### src/cst_pkg.sv
// package: types, constants and helper functions for the statement tokenizer
package cst_pkg;

  localparam int STMT_BYTES = 1024;
  localparam int MAX_ARGS   = 16;

  localparam int SB_W  = $clog2(STMT_BYTES + 1);
  localparam int ARG_W = $clog2(MAX_ARGS + 1);

  localparam logic [SB_W-1:0]  SB_LIMIT  = SB_W'(STMT_BYTES);
  localparam logic [ARG_W-1:0] ARG_LIMIT = ARG_W'(MAX_ARGS);

  localparam logic [15:0] LINE_MAX = 16'hFFFF;
  localparam logic [3:0]  IDX_MAX  = 4'd15;

  localparam logic [7:0] CH_TAB   = 8'd9;
  localparam logic [7:0] CH_LF    = 8'd10;
  localparam logic [7:0] CH_VT    = 8'd11;
  localparam logic [7:0] CH_CR    = 8'd13;
  localparam logic [7:0] CH_SPACE = 8'd32;
  localparam logic [7:0] CH_DQUOT = 8'd34;
  localparam logic [7:0] CH_HASH  = 8'd35;
  localparam logic [7:0] CH_SQUOT = 8'd39;
  localparam logic [7:0] CH_BSL   = 8'd92;
  localparam logic [7:0] CH_BTICK = 8'd96;
  localparam logic [7:0] CH_LOW_N = 8'd110;
  localparam logic [7:0] CH_LOW_R = 8'd114;
  localparam logic [7:0] CH_LOW_T = 8'd116;

  typedef enum logic [2:0] {
    M_BETWEEN = 3'd0,
    M_COMMENT = 3'd1,
    M_ARGWS   = 3'd2,
    M_TOKEN   = 3'd3,
    M_ESC     = 3'd4,
    M_HEX     = 3'd5,
    M_CONT    = 3'd6,
    M_DISCARD = 3'd7
  } mode_t;

  typedef enum logic [1:0] {
    K_BYTE    = 2'd0,
    K_TOK_END = 2'd1,
    K_STMT_END = 2'd2,
    K_ERROR   = 2'd3
  } kind_t;

  typedef enum logic [2:0] {
    E_TOO_LONG   = 3'd0,
    E_BAD_ESC    = 3'd1,
    E_BAD_HEX    = 3'd2,
    E_SHORT_HEX  = 3'd3,
    E_TRAIL_BSL  = 3'd4,
    E_OPEN_QUOTE = 3'd5,
    E_MANY_ARGS  = 3'd6,
    E_STRAY_BSL  = 3'd7
  } err_t;

  typedef enum logic [1:0] {
    Q_NONE  = 2'd0,
    Q_SINGLE = 2'd1,
    Q_DOUBLE = 2'd2,
    Q_BTICK = 2'd3
  } quote_t;

  typedef struct packed {
    kind_t       kind;
    logic [7:0]  tok_byte;
    err_t        err_code;
    logic [15:0] line_no;
    logic [3:0]  arg_index;
    logic        last;
  } res_t;

  function automatic logic is_nl(input logic [7:0] c);
    return (c == CH_CR) || (c == CH_LF);
  endfunction

  function automatic logic is_blank(input logic [7:0] c);
    return (c == CH_SPACE) || (c == CH_TAB) || (c == CH_VT);
  endfunction

  // {valid, value}
  function automatic logic [4:0] hex_val(input logic [7:0] c);
    logic [4:0] r;
    r = 5'd0;
    if (c >= 8'd48 && c <= 8'd57) r = {1'b1, 4'(c - 8'd48)};
    else if (c >= 8'd97 && c <= 8'd102) r = {1'b1, 4'(c - 8'd87)};
    else if (c >= 8'd65 && c <= 8'd70) r = {1'b1, 4'(c - 8'd55)};
    return r;
  endfunction

  function automatic quote_t quote_code(input logic [7:0] c);
    quote_t q;
    q = Q_NONE;
    if (c == CH_SQUOT) q = Q_SINGLE;
    else if (c == CH_DQUOT) q = Q_DOUBLE;
    else if (c == CH_BTICK) q = Q_BTICK;
    return q;
  endfunction

  function automatic logic [7:0] quote_byte(input quote_t q);
    logic [7:0] b;
    case (q)
      Q_SINGLE: b = CH_SQUOT;
      Q_DOUBLE: b = CH_DQUOT;
      Q_BTICK:  b = CH_BTICK;
      default:  b = 8'd0;
    endcase
    return b;
  endfunction

  function automatic logic [3:0] arg_idx(input logic [ARG_W-1:0] a);
    return (32'(a) > 32'(IDX_MAX)) ? IDX_MAX : 4'(a);
  endfunction

endpackage

### src/config_statement_tokenizer_top.sv
// statement tokenizer: one text byte per word in, token bytes, token ends, statement ends, errors out
// the first result of a byte is registered and offered in the cycle after the byte is accepted
// throughput: one byte per cycle while each byte gives at most one result and the output drains;
//   a byte that gives two results holds the input until the first leaves the two-entry buffer
// reset (synchronous, active low): scanner goes between statements, line counter to one,
//   statement counters to zero, result buffer empty
module config_statement_tokenizer_top (
  input  logic              clk,
  input  logic              rst_n,
  input  logic              in_valid,
  output logic              in_stall,
  input  logic [7:0]        in_ch,
  input  logic              in_is_end,
  output logic              out_valid,
  input  logic              out_stall,
  output cst_pkg::kind_t    out_kind,
  output logic [7:0]        out_tok_byte,
  output cst_pkg::err_t     out_err_code,
  output logic [15:0]       out_line_no,
  output logic [3:0]        out_arg_index,
  output logic              out_last
);
  import cst_pkg::*;

  // scanner state
  mode_t            mode_r, mode_nxt;
  quote_t           qc_r, qc_nxt;
  logic [3:0]       hh_r, hh_nxt;
  logic             acr_r, acr_nxt;
  logic [15:0]      lc_r, lc_nxt;
  logic [SB_W-1:0]  sb_r, sb_nxt;
  logic [ARG_W-1:0] ac_r, ac_nxt;

  // result buffer: slot 0 is shown, slot 1 waits
  res_t             slot0_r, slot0_nxt;
  res_t             slot1_r, slot1_nxt;
  logic [1:0]       cnt_r, cnt_nxt;

  logic             in_fire, out_fire;
  logic             skip, ch_nl, sb_full;
  logic             do_start, do_esc;
  logic             f_store, f_tend, f_send, f_fail, f_nl;
  logic [7:0]       sbyte;
  err_t             fcode;
  quote_t           qc_v, qstart;
  logic [4:0]       hv;
  logic [ARG_W-1:0] ac_tend;
  res_t             r_first, r_second;
  logic [1:0]       r_n;

  assign in_fire  = in_valid && !in_stall;
  assign out_fire = out_valid && !out_stall;
  assign in_stall = !((cnt_r == 2'd0) || (cnt_r == 2'd1 && !out_stall));

  assign ch_nl   = is_nl(in_ch);
  assign sb_full = sb_r >= SB_LIMIT;
  assign hv      = hex_val(in_ch);
  assign qstart  = quote_code(in_ch);

  // decide what this word does
  always_comb begin
    mode_nxt = mode_r;
    qc_v     = qc_r;
    hh_nxt   = hh_r;
    acr_nxt  = acr_r;
    skip     = 1'b0;
    do_start = 1'b0;
    do_esc   = 1'b0;
    f_store  = 1'b0;
    f_tend   = 1'b0;
    f_send   = 1'b0;
    f_fail   = 1'b0;
    f_nl     = 1'b0;
    sbyte    = 8'd0;
    fcode    = E_TOO_LONG;

    if (in_is_end) begin
      case (mode_r)
        M_TOKEN: begin
          if (qc_r != Q_NONE) begin
            f_fail = 1'b1;
            fcode  = E_OPEN_QUOTE;
          end else begin
            f_tend = 1'b1;
            f_send = 1'b1;
          end
        end
        M_ESC: begin
          f_fail = 1'b1;
          fcode  = E_TRAIL_BSL;
        end
        M_HEX: begin
          f_fail = 1'b1;
          fcode  = E_SHORT_HEX;
        end
        M_CONT: begin
          f_fail = 1'b1;
          fcode  = (ac_r != '0) ? E_STRAY_BSL : E_TRAIL_BSL;
        end
        M_ARGWS: f_send = 1'b1;
        default: ;
      endcase
    end else begin
      // LF right after CR is part of the same line break
      if (acr_r) begin
        acr_nxt = 1'b0;
        skip    = (in_ch == CH_LF);
      end
      if (!skip) begin
        case (mode_r)
          M_BETWEEN: begin
            if (ch_nl) f_nl = 1'b1;
            else if (is_blank(in_ch)) ;
            else if (in_ch == CH_HASH) mode_nxt = M_COMMENT;
            else if (in_ch == CH_BSL) mode_nxt = M_CONT;
            else do_start = 1'b1;
          end
          M_COMMENT, M_DISCARD: begin
            if (ch_nl) begin
              f_nl     = 1'b1;
              mode_nxt = M_BETWEEN;
            end
          end
          M_ARGWS: begin
            if (is_blank(in_ch)) ;
            else if (ch_nl) begin
              f_send   = 1'b1;
              f_nl     = 1'b1;
              mode_nxt = M_BETWEEN;
            end else if (in_ch == CH_HASH) begin
              f_send   = 1'b1;
              mode_nxt = M_COMMENT;
            end else if (in_ch == CH_BSL) mode_nxt = M_CONT;
            else do_start = 1'b1;
          end
          M_TOKEN: begin
            if (sb_full) begin
              f_fail = 1'b1;
              fcode  = E_TOO_LONG;
            end else if (qc_r != Q_NONE) begin
              if (in_ch == quote_byte(qc_r)) begin
                f_tend   = 1'b1;
                qc_v     = Q_NONE;
                mode_nxt = M_ARGWS;
              end else if (in_ch == CH_VT || ch_nl) begin
                f_fail = 1'b1;
                fcode  = E_OPEN_QUOTE;
              end else if (in_ch == CH_BSL) mode_nxt = M_ESC;
              else begin
                f_store = 1'b1;
                sbyte   = in_ch;
              end
            end else begin
              if (is_blank(in_ch)) begin
                f_tend   = 1'b1;
                mode_nxt = M_ARGWS;
              end else if (in_ch == CH_HASH) begin
                f_tend   = 1'b1;
                f_send   = 1'b1;
                mode_nxt = M_COMMENT;
              end else if (ch_nl) begin
                f_tend   = 1'b1;
                f_send   = 1'b1;
                f_nl     = 1'b1;
                mode_nxt = M_BETWEEN;
              end else if (in_ch == CH_BSL) mode_nxt = M_ESC;
              else begin
                f_store = 1'b1;
                sbyte   = in_ch;
              end
            end
          end
          M_ESC: do_esc = 1'b1;
          M_HEX: begin
            if (hv[4]) begin
              f_store = 1'b1;
              sbyte   = {hh_r, hv[3:0]};
            end else begin
              f_fail = 1'b1;
              fcode  = E_BAD_HEX;
            end
          end
          M_CONT: begin
            if (ch_nl) begin
              f_nl     = 1'b1;
              mode_nxt = (ac_r != '0) ? M_ARGWS : M_BETWEEN;
            end else if (ac_r != '0) begin
              f_fail = 1'b1;
              fcode  = E_STRAY_BSL;
            end else begin
              // backslash opening a command is an escape
              qc_v   = Q_NONE;
              do_esc = 1'b1;
            end
          end
          default: mode_nxt = M_BETWEEN;
        endcase

        if (do_start) begin
          if (ac_r >= ARG_LIMIT) begin
            f_fail = 1'b1;
            fcode  = E_MANY_ARGS;
          end else if (qstart != Q_NONE) begin
            qc_v     = qstart;
            mode_nxt = M_TOKEN;
          end else if (sb_full) begin
            f_fail = 1'b1;
            fcode  = E_TOO_LONG;
          end else begin
            qc_v    = Q_NONE;
            f_store = 1'b1;
            sbyte   = in_ch;
          end
        end

        if (do_esc) begin
          if (ch_nl) begin
            f_nl = 1'b1;
            if (qc_v != Q_NONE) mode_nxt = M_TOKEN;
            else begin
              // unquoted backslash-newline ends the token, statement goes on
              f_tend   = 1'b1;
              mode_nxt = M_ARGWS;
            end
          end else begin
            case (in_ch)
              CH_LOW_R: begin
                f_store = 1'b1;
                sbyte   = CH_CR;
              end
              CH_LOW_N: begin
                f_store = 1'b1;
                sbyte   = CH_LF;
              end
              CH_LOW_T: begin
                f_store = 1'b1;
                sbyte   = CH_TAB;
              end
              CH_BSL, CH_SQUOT, CH_DQUOT, CH_BTICK: begin
                f_store = 1'b1;
                sbyte   = in_ch;
              end
              default: begin
                if (hv[4]) begin
                  hh_nxt   = hv[3:0];
                  mode_nxt = M_HEX;
                end else begin
                  f_fail = 1'b1;
                  fcode  = E_BAD_ESC;
                end
              end
            endcase
          end
        end

        if (f_store) mode_nxt = M_TOKEN;
        if (f_tend) qc_v = Q_NONE;

        // an error on a newline resumes at once, else skip to end of line
        if (f_fail) begin
          if (ch_nl) begin
            f_nl     = 1'b1;
            mode_nxt = M_BETWEEN;
          end else begin
            mode_nxt = M_DISCARD;
          end
        end
      end
    end
  end

  // counters and statement clear
  always_comb begin
    ac_tend = (f_tend && ac_r < ARG_LIMIT) ? ac_r + 1'b1 : ac_r;
    ac_nxt  = ac_tend;
    sb_nxt  = ((f_store || f_tend) && !sb_full) ? sb_r + 1'b1 : sb_r;
    qc_nxt  = qc_v;
    lc_nxt  = lc_r;
    if (f_nl) begin
      if (lc_r != LINE_MAX) lc_nxt = lc_r + 16'd1;
    end
    if (f_fail || f_send) begin
      ac_nxt = '0;
      sb_nxt = '0;
      qc_nxt = Q_NONE;
    end
  end

  // results of this word
  always_comb begin
    r_first           = '0;
    r_first.line_no   = lc_r;
    r_first.arg_index = arg_idx(ac_r);
    r_second          = r_first;
    r_n               = 2'd0;
    if (f_store) begin
      r_first.kind     = K_BYTE;
      r_first.tok_byte = sbyte;
      r_n              = 2'd1;
    end else if (f_fail) begin
      r_first.kind     = K_ERROR;
      r_first.err_code = fcode;
      r_n              = 2'd1;
    end else if (f_tend) begin
      r_first.kind = K_TOK_END;
      r_n          = 2'd1;
      if (f_send) begin
        r_second.kind      = K_STMT_END;
        r_second.arg_index = arg_idx((ac_tend != '0) ? ac_tend - 1'b1 : '0);
        r_n                = 2'd2;
      end
    end else if (f_send) begin
      r_first.kind      = K_STMT_END;
      r_first.arg_index = arg_idx((ac_r != '0) ? ac_r - 1'b1 : '0);
      r_n               = 2'd1;
    end
    r_first.last  = (r_n == 2'd1);
    r_second.last = 1'b1;
  end

  // buffer refill and drain
  always_comb begin
    slot0_nxt = slot0_r;
    slot1_nxt = slot1_r;
    cnt_nxt   = cnt_r;
    if (in_fire) begin
      slot0_nxt = r_first;
      slot1_nxt = r_second;
      cnt_nxt   = r_n;
    end else if (out_fire) begin
      slot0_nxt = slot1_r;
      cnt_nxt   = cnt_r - 2'd1;
    end
  end

  always_ff @(posedge clk) begin
    if (!rst_n) begin
      mode_r <= M_BETWEEN;
      qc_r   <= Q_NONE;
      hh_r   <= 4'd0;
      acr_r  <= 1'b0;
      lc_r   <= 16'd1;
      sb_r   <= '0;
      ac_r   <= '0;
      cnt_r  <= 2'd0;
    end else begin
      cnt_r <= cnt_nxt;
      if (in_fire) begin
        if (in_is_end) begin
          mode_r <= M_BETWEEN;
          qc_r   <= Q_NONE;
          hh_r   <= 4'd0;
          acr_r  <= 1'b0;
          lc_r   <= 16'd1;
          sb_r   <= '0;
          ac_r   <= '0;
        end else begin
          mode_r <= mode_nxt;
          qc_r   <= qc_nxt;
          hh_r   <= (f_fail || f_send) ? 4'd0 : hh_nxt;
          acr_r  <= f_nl ? (in_ch == CH_CR) : acr_nxt;
          lc_r   <= lc_nxt;
          sb_r   <= sb_nxt;
          ac_r   <= ac_nxt;
        end
      end
    end
  end

  always_ff @(posedge clk) begin
    slot0_r <= slot0_nxt;
    slot1_r <= slot1_nxt;
  end

  assign out_valid     = (cnt_r != 2'd0);
  assign out_kind      = slot0_r.kind;
  assign out_tok_byte  = slot0_r.tok_byte;
  assign out_err_code  = slot0_r.err_code;
  assign out_line_no   = slot0_r.line_no;
  assign out_arg_index = slot0_r.arg_index;
  assign out_last      = slot0_r.last;

`ifndef SYNTH
  a_line_nonzero: assert property (@(posedge clk) disable iff (!rst_n)
    out_valid |-> out_line_no != 16'd0)
    else $error("result with line number zero");

  a_err_code_clean: assert property (@(posedge clk) disable iff (!rst_n)
    out_valid && out_kind != K_ERROR |-> out_err_code == E_TOO_LONG)
    else $error("error code set on a non-error result");

  a_last_matches_fill: assert property (@(posedge clk) disable iff (!rst_n)
    out_valid |-> (out_last == (cnt_r == 2'd1)))
    else $error("last flag disagrees with buffer fill");

  a_end_resets: assert property (@(posedge clk) disable iff (!rst_n)
    in_fire && in_is_end |=> mode_r == M_BETWEEN && lc_r == 16'd1 && ac_r == '0)
    else $error("end marker did not return scanner to start");

  a_bytes_bounded: assert property (@(posedge clk) disable iff (!rst_n)
    sb_r <= SB_LIMIT && ac_r <= ARG_LIMIT)
    else $error("statement counters past their limits");
`endif

endmodule

### config.mk
export PLATFORM = sky130hd
export DESIGN_NAME = config_statement_tokenizer_top
export DESIGN_NICKNAME = d
export VERILOG_FILES = /design/src/cst_pkg.sv /design/src/config_statement_tokenizer_top.sv
export SDC_FILE = /design/constraint.sdc
export NUM_CORES = 1
export LEC_CHECK = 0
export BUFFER_PORTS_ARGS = -buffer_cell sky130_fd_sc_hd__buf_4
export CAP_MARGIN = 25
export CELL_PAD_IN_SITES_DETAIL_PLACEMENT = 1
export CELL_PAD_IN_SITES_GLOBAL_PLACEMENT = 1
export CORE_ASPECT_RATIO = 0.6
export CORE_MARGIN = 1.5
export CORE_UTILIZATION = 46
export CTS_CLUSTER_SIZE = 12
export DETAILED_ROUTE_END_ITERATION = 6
export PLACE_DENSITY = 0.84
export SLEW_MARGIN = 5
export SYNTH_ARGS = -nofsm -noshare
export SYNTH_HDL_FRONTEND = slang
export SYNTH_SLANG_ARGS = --single-unit
### constraint.sdc
create_clock -name clk -period 4.6 [get_ports clk]
set_input_delay 0.23 -clock clk [delete_from_list [all_inputs] [get_ports clk]]
set_output_delay 0.23 -clock clk [all_outputs]
set_load 0.01 [all_outputs]
Word level (Yosys, flattened, before mapping) --
Cells that the tools add are included.
Operators by class: bitwise logic cells 1, order comparisons 12, shift operators 0, equal/unequal tests 31, muxes and demuxes 242, reductions and logical operators 43, multiply operators 0, divide/modulo/power cells 0, add/sub/neg operators 9
Operators by type and width (number):
- $mux W8 | 23
- $mux W3 | 47
- $mux W1 | 92
- $mux W4 | 18
- $mux W34 | 2
- $mux W2 | 31
- $mux W16 | 3
- $eq A8 B7 Y1 const B | 5
- $mux W5 | 8
- $mux W11 | 3
- $eq A8 B4 Y1 const B | 4
- $eq A8 B6 Y1 const B | 4
- $pmux W8 S4 | 1
- $pmux W7 S3 | 1
- $add A16 B1 Y16 const B | 1
- $ge A8 B7 Y1 const B | 2
- $le A8 B7 Y1 const B | 2
- $ne A16 B16 Y1 const B | 1
- $pmux W8 S2 | 1
- $gt A5 B4 Y1 const B | 3
- $pmux W3 S5 | 1
- $reduce_bool A2 Y1 | 7
- $eq A3 B3 Y1 const B | 4
- $pmux W1 S2 | 6
- other kinds (39) | 68
Storage, ports and cells: latch bits 0, output and inout port bits 36, input bits 13, register bits 100, ROM bits 0, memories 0, RAM bits 0

Longest topological paths before layout --
Gate-level depths: netlist of the first run.
depth in word-level cells 36, gate-level depth with buffers 14, gate-level depth less buffers 13

Worst setup path before layout of the first run --
No wires, ideal clock.
path type flip-flop to flip-flop, from register cnt_r[0], to register cnt_r[0], data arrival time 3715 ps, setup time 111 ps, buffers on the path 0, required time 4489 ps, cell stages (with the launch flop) 6, path slack 774 ps, cell sequence dfxtp_1 > inv_1 > ha_1 > o21ai_0 > o21ai_0 > a311oi_1
Between the ends: longest elaborated chain between the ends 5, elaborated cells between the ends (all ways) 11, those cells by class add/sub (1); eq/ne (1); mux (2); reduce/logical (7)
Ends and longest elaborated chain:
- start, declared | line config_statement_tokenizer_top.sv:37 | logic [1:0] cnt_r, cnt_nxt;
- start signal, assigned | line config_statement_tokenizer_top.sv:347 | cnt_r <= cnt_nxt;
- branches (longest 5 deep; another with $sub A2 B1 Y2)
Parallel ways; which one is timed is not known. The select of a mux whose other input is x is not followed. A chain may end at the register's enable or synchronous reset.

Worst setup path after layout of the first run --
from register qc_r[1], to register sb_r[2]
Between the ends: longest elaborated chain between the ends 30, elaborated cells between the ends (all ways) 83, those cells by class eq/ne (4); mux (72); reduce/logical (7)
Ends and longest elaborated chain:
- start, declared | line config_statement_tokenizer_top.sv:27 | quote_t qc_r, qc_nxt;
- start signal, assigned | line config_statement_tokenizer_top.sv:359 | qc_r <= qc_nxt;
- $eq A2 B2 Y1 or $eq A2 B1 Y1 (tied branches) | line cst_pkg.sv:104 | case (q)
- $pmux W7 S3 | line cst_pkg.sv:104
- $mux W8 | line config_statement_tokenizer_top.sv:140 | end else if (qc_r != Q_NONE) begin
- $mux W8 | line config_statement_tokenizer_top.sv:137 | if (sb_full) begin
- $mux W8 | line config_statement_tokenizer_top.sv:110 | case (mode_r)
- $mux W8 | line config_statement_tokenizer_top.sv:109 | if (!skip) begin
- $mux W8 | line config_statement_tokenizer_top.sv:77 | if (in_is_end) begin
- $eq A8 B8 Y1 | line config_statement_tokenizer_top.sv:141 | if (in_ch == quote_byte(qc_r)) begin
- [14 not listed]
- $mux W1 | line config_statement_tokenizer_top.sv:109
- $mux W1 | line config_statement_tokenizer_top.sv:77
- $mux W1 | line config_statement_tokenizer_top.sv:109
- $mux W1 | line config_statement_tokenizer_top.sv:77
- $logic_or A1 B1 Y1 | line config_statement_tokenizer_top.sv:276 | sb_nxt = ((f_store || f_tend) && !sb_full) ? sb_r + 1'b1 : sb_r;
- $logic_and A1 B1 Y1 | line config_statement_tokenizer_top.sv:276
- $reduce_bool A3 Y1 (no source line)
- $reduce_and A2 Y1 (no source line)
- end signal, assigned | line config_statement_tokenizer_top.sv:363 | sb_r <= sb_nxt;
- end, declared | line config_statement_tokenizer_top.sv:31 | logic [SB_W-1:0] sb_r, sb_nxt;
Several ways; a longest one is shown, not always the timed one. The select of a mux whose other input is x is not followed.

==> out/qor.csv, run 1 <==
metric,value,unit
ratio of cells with drive above 1 in the final layout,13.3,%
WL per Instance,22.8,µm
Mapped Nets,777,
CTS H-tree lvls,3,
Core Footprint,13100,µm²
pin count of the biggest net entering global routing,38,
clk buf depth,2,
met3 usage,11.6,%
die area,14500,µm²
most used routing layer,met2,
die height,93.7,µm
Pwr Density,412,nW/µm²
status,finished clean,
worst skew pair latency,0.36,ns
final setup margin,0.558,ns
Worst-path clk slew,0.08,ns
synthesized flop and latch total,99,
DRT Wirelength,21.9,mm
Final Util,54.9,%
drt pass-1 iters,6,
number of global-route vias before repair,6142,
M2 GR Usage,45.1,%
Die X,154,µm
reg-to-reg startpoint,qc_r[1],
Tcrit/Tclk final,87.9,%
Detailed Place HPWL,16.4,mm
Post-synth top flop,edfxtp_1,
instance area at placement,6880,µm²
port buffer count,48,
CTS Hold Buffers Added,0,
clk sinks,99,
Post-CTS Resized,0,
Hold Startpoint,rst_n,
startpoint types,register,
Final Instance Area,7190,µm²
Worst slew margin,37.7,%
XOR/XNOR Fraction of Synth Area,1.67,%
Yosys Warn Count,0,
Root Buffer Master,clkbuf_16,
DRC violations left,0,
Setup CP Type,reg -> reg,
Cells after Synth,745,
Setup TNS Final,0,ns
io pins,49,
"Data required, critical path",4.84,ns
TritonCTS Buffers,9,
first-pass GRT wire length,34.7,mm
flop-to-flop setup slack,0.56,ns
Fmax,0.247,GHz
WP data arrival,4.28,ns
"Distinct cells, synth",78,
global route total overflow,0,
CTS tree,built,
Area Overhead vs Synth,13.9,%
crit end category,register,
mux cell area share after synthesis,0.991,%
# nets final,814,
crit path max fanout,7,
Syn Area/Cell,8.47,µm²
Post-DRT Antenna Nets,0,
GPL Wtd Cong,1.07,
area fraction in compound gates after synthesis,23.0,%
Synth Area in Adders,3.77,%
diode count,0,
maxcap violations,0,
leakage,0.00265,µW
Worst Setup SP,qc_r[1],
Final Max Slew Viols,0,
RSZ-0062 raised after global routing,false,
Final Hold Fails,0,
postcts setup bufs,0,
Initial Util,48.2,%
Post-Synth Simple-Gate Area,25.8,%
Via-to-Cell Ratio,6.49,
HP Class,in -> reg,
number of synthesized flops with an enable pin,55,
pre-CTS setup slack,0.662,ns
initial antenna violation count,0,
met1 Use GR,44.2,%
Worst Tran Pin Value,0.933,ns
main combinational cell family by area after synthesis,simple AND/OR/NAND/NOR gates,
sequential-to-total area share from yosys stat,40.1,%
Post-Route Skew,0.0141,ns
asr flop ratio synth,0,%
maximum vdd ir drop,0.000211,V
via count,6207,
Total Routing Usage GR,31.3,%
DRC marker count from the first detailed-route iteration,776,
# rows,32,
Final min period,4.04,ns
final setup vio count,0,
mapped cell area,6310,µm²
==> layer usage <==
metal  share of wire [%]  vias up
met5                   0        -
met1                  47     3027
met2                  41      268
met4                 1.4        0
met3                  11       38
li1                    -     2874
==> cell usage in the layout (no fill, tap or decap), types with 7 or more instances in the layout <==
cell type and count:
a211oi_1 10, a21oi_1 42, a31oi_1 11, buf_4 64, clkbuf_16 9, dfxtp_1 44
edfxtp_1 55, ha_1 19, inv_1 31, nand2_1 124, nand2b_1 8, nand3_1 28
nand4_1 10, nor2_1 58, nor3_1 21, nor4_1 11, o211ai_1 7, o21ai_0 40
o31ai_1 14, or3_1 14, or4_1 11, xnor2_1 11
==> path summary, 6_finish.rpt <==
| kind | to | cells after the start |
|---|---|---|
| worst max-delay path | sb_r[2] | 10 |
| worst max register to register | sb_r[2] | 10 |
| worst min-delay path | lc_r[0] | 2 |
| worst min register to register | hh_r[3] | 2 |
==> sequential cells by signal (all words and copies together), names as in the netlist <==
| register | cells |
|---|---|
| slot1_r | 21 |
| lc_r | 16 |
| out_line_no | 16 |
| sb_r | 11 |
| out_tok_byte | 8 |
| ac_r | 5 |
| hh_r | 4 |
| out_arg_index | 4 |
| mode_r | 3 |
| out_err_code | 3 |
| cnt_r | 2 |
| out_kind | 2 |
| qc_r | 2 |
| acr_r | 1 |
| out_last | 1 |
==> cell families after synthesis <==
logic type	after synthesis
muxes	6
AOI/OAI and AO/OA	207
xor gates and xnor gates	12
adders and majority gates	19
buffers and inverters	74
DFF	99
and+or+nand+nor	328
==> per-stage QoR <==
stage	total power, µW	hold WS [ns]	cells
floorplan	1750	0.414	745
global placement	2130	0.443	939
detailed placement	2200	0.451	940
CTS	2970	0.143	956
global route	3090	0.171	957
finish	2960	0.157	957
==> layout make-up <==
class / count / area (µm²)
clock buffer: 9 / 225
timing repair buffer: 66 / 513
tap: 170 / 213
inverter: 34 / 128
clock inverter: 7 / 77.6
multi-input combinational: 572 / 3500
fill: 1570 / 5910
sequential: 99 / 2530
==> Yosys cell counts, types with 4 or more instances <==
library cell | instances | area [µm²]
edfxtp_1 | 55 | 1650
a31oi_1 | 11 | 68.8
mux2i_1 | 4 | 40.0
a22o_1 | 5 | 43.8
or2_2 | 4 | 25.0
o2111ai_1 | 4 | 35.0
dfxtp_1 | 44 | 881
a31o_2 | 4 | 35.0
nor2_1 | 58 | 218
a211oi_1 | 10 | 75.1
and4_1 | 5 | 43.8
a221o_1 | 4 | 40.0
o21a_1 | 4 | 30.0
nor3_1 | 21 | 105
nor2b_1 | 4 | 25.0
and2_1 | 6 | 37.5
buf_2 | 4 | 20.0
nand3_1 | 28 | 140
o22ai_1 | 6 | 37.5
or4_1 | 11 | 82.6
a21o_1 | 4 | 30.0
or3_1 | 14 | 87.6
o21ai_0 | 41 | 205
inv_1 | 31 | 116
nor4_1 | 11 | 68.8
nand4_1 | 10 | 62.6
and3_1 | 5 | 31.3
a21oi_1 | 42 | 210
a211o_1 | 6 | 52.6
nand4b_1 | 5 | 43.8
a22oi_1 | 5 | 37.5
clkbuf_1 | 33 | 124
xnor2_1 | 11 | 96.3
a41oi_1 | 5 | 43.8
nand2_1 | 124 | 465
o31ai_1 | 14 | 105
nand2b_1 | 8 | 50.1
o211ai_1 | 7 | 52.6
ha_1 | 19 | 238
==> where the power goes <==
part           internal, µW  switching (µW)  total, µW
Combinational           340             589        928
Clock                   386             388        773
Sequential             1190            67.2       1260
==> worst max-delay path: stages, from the launching register on <==
cell	delay, ns
dfxtp_1	0.40
inv_1	0.08
ha_1	0.21
or3_1	0.32
a2111o_1	0.49
or3_1	0.46
nand4_1	0.31
a41oi_1	0.44
o31ai_2	0.57
nor2_1	0.25
a311o_1	0.41
(Power assumes the default switching activity.)
==> run 2, diff against run 1 <==
--- a/config.mk
+++ b/config.mk
@@ -11,10 +11,11 @@
 export CELL_PAD_IN_SITES_GLOBAL_PLACEMENT = 1
 export CORE_ASPECT_RATIO = 0.6
 export CORE_MARGIN = 1.5
-export CORE_UTILIZATION = 46
+export CORE_UTILIZATION = 42
+export CTS_BUF_LIST = sky130_fd_sc_hd__clkbuf_16
 export CTS_CLUSTER_SIZE = 12
 export DETAILED_ROUTE_END_ITERATION = 6
-export PLACE_DENSITY = 0.84
+export PLACE_DENSITY = 0.81
 export SLEW_MARGIN = 5
 export SYNTH_ARGS = -nofsm -noshare
 export SYNTH_HDL_FRONTEND = slang
==> constraint.sdc (replaced) <==
create_clock -name clk -period 3.28 [get_ports clk]
set_input_delay 0.164 -clock clk [delete_from_list [all_inputs] [get_ports clk]]
set_output_delay 0.164 -clock clk [all_outputs]
set_load 0.01 [all_outputs]
==> run 2 against run 1 <==
Effect of this change: sequential power up 40%; maximum frequency up 25%; largest cell class unchanged; critical path type unchanged; clock skew down 0.0055 ns; power up 46%; utilization down 0.19 points; flip-flop and latch count unchanged; count of clock-buffer cells in the layout unchanged; die area up 9.3%; combinational power up 52%; sequential share of layout area down 3.5 points; highest routed layer unchanged; final cell count up 12%; first-iteration DRC count down 18%.
==> out/qor.csv, run 2 (same netlist as run 1, synthesis figures left out) <==
metric,value,unit,change
startpoint types,register,,
first-pass GRT wire length,38.8,mm,+12%
global route total overflow,0,,unchanged
max reg flops,21,,unchanged
"Cell Count, Final, Fillers Out",1069,,+12%
most frequent cells in the layout,"buf_4 (147), nand2_1 (124), edfxtp_1 (55)",,
CP max stage cell,or4_4,,
io pins,49,,unchanged
WL per Instance,23.4,µm,+2.6%
die area,15800,µm²,+9.3%
Pwr Density,541,nW/µm²,+31%
Final Max Slew Viols,0,,unchanged
drt pass-1 iters,5,,-1
Setup CP Type,reg -> reg,,
Fmax,0.310,GHz,+25%
DRC marker count from the first detailed-route iteration,635,,-18%
final setup vio count,0,,unchanged
DRC violations left,0,,unchanged
flop-to-flop setup slack,0.05,ns,-0.50 ns
CTS tree,built,,
leakage,0.00310,µW,+17%
crit end category,register,,
Top delay family on crit path,compound AO/OA/AOI/OAI gates,,
crit path max fanout,5,,-2
"most common cell after layout, fill and taps aside",buf_4,,
instance area at placement,7550,µm²,+9.7%
Area Overhead vs Synth,26.5,%,
final setup margin,0.0538,ns,-0.504 ns
Via-to-Cell Ratio,6.28,,-3.2%
pin count of the biggest net entering global routing,38,,unchanged
Total Routing Usage GR,31.8,%,+0.58 points
Worst-path clk slew,0.08,ns,about the same
CP Cell Sequence,buf_4 > ha_1 > xor2_1 > a2111o_1 > or4_4 > o2111a_4 > nor4b_4 > buf_4 > nor2_2 > inv_1 > ha_1 > a211o_1,,
# nets final,898,,+10%
diode count,0,,unchanged
Post-DRT Antenna Nets,0,,unchanged
cell total after placement,1050,,+12%
CTS H-tree lvls,3,,unchanged
RSZ-0062 raised after global routing,true,,
Initial Util,43.2,%,-5.0 points
Worst Tran Pin Value,0.791,ns,-0.142 ns
Detailed Place HPWL,19.0,mm,+15%
Pwr Total,4320,µW,+46%
Die X,161,µm,+4.6%
pre-CTS setup slack,-0.184,ns,-0.846 ns
DRT Wirelength,25.1,mm,+15%
port buffer count,48,,unchanged
maximum vdd ir drop,0.000325,V,+54%
"Data required, critical path",3.38,ns,-1.46 ns
Largest Register,slot1_r,,
Final min period,3.23,ns,-0.816 ns
die height,97.9,µm,+4.5%
GPL Wtd Cong,1.00,,-6.1%
Core Footprint,14600,µm²,+11%
worst skew pair latency,0.35,ns,about the same
status,finished clean,,
clk sinks,99,,unchanged
Final Instance Area,7980,µm²,+11%
TritonCTS Buffers,9,,unchanged
Worst slew margin,47.1,%,+9.4 points
critical path's largest stage delay,0.47,ns,-0.10 ns
clk buf depth,2,,unchanged
fill count,1746,,+11%
initial antenna violation count,0,,unchanged
Buf/Inv on CP,3,,+2
HP Class,in -> reg,,
Final Hold Fails,0,,unchanged
ratio of cells with drive above 1 in the final layout,23.7,%,+10 points
Post-Route Skew,0.00858,ns,-0.00551 ns
via count,6711,,+8.1%
WP data arrival,3.33,ns,-0.95 ns
number of global-route vias before repair,6804,,+11%
# rows,34,,+6.3%
Setup TNS Final,0,ns,unchanged
Root Buffer Master,clkbuf_16,,
maxcap violations,0,,unchanged
Tcrit/Tclk final,98.4,%,+10 points
run 2: timing repair:
action	4_1_cts	5_1_grt
gates resized for setup	5	16
pin swaps	3	8
buffers inserted	2	1
endpoints found under the setup margin	19	34
hold buffers	0	0
run 2: area by class of cell:
type,count,area (µm²),area share (%)
Clock buffer,9,225,2.82
Clock inverter,7,88.8,1.11
Inverter,34,128,1.60
Multi-Input combinational cell,572,3600,45.0
Sequential cell,99,2530,31.7
Tap cell,198,248,3.10
Timing Repair Buffer,150,1160,14.6
run 2: path summary, 6_finish.rpt:
path | from | to | cells past startpoint
worst min register to register | hh_r[3] | hh_r[3] | 2
worst max register to register | qc_r[0] | out_last | 12
worst min-delay path | rst_n | lc_r[0] | 2
worst max-delay path | qc_r[0] | out_last | 12
run 2: power by group:
group          switching [µW]  total, µW  internal, µW
Combinational             868       1410           544
Sequential               93.8       1770          1670
Clock                     583       1140           556
Total                    1550       4320          2770
run 2: layer usage:
layer  routed length, µm  up-vias  track usage [%]
met2               10600      298             47.0
met4                 213        0             5.56
met5                   0        -                0
met1               11800     3357             45.8
met3                2470       20             10.4
li1                    -     3036                -
run 2: per-stage QoR:
step | hold WS [ns] | utilization (%)
2_1_floorplan | 0.348 | -
3_5_place_dp | 0.451 | 51.7
6_report | 0.102 | 54.7
3_3_place_gp | 0.442 | 51.7
4_1_cts | 0.0863 | 54.1
5_1_grt | 0.0924 | 54.7
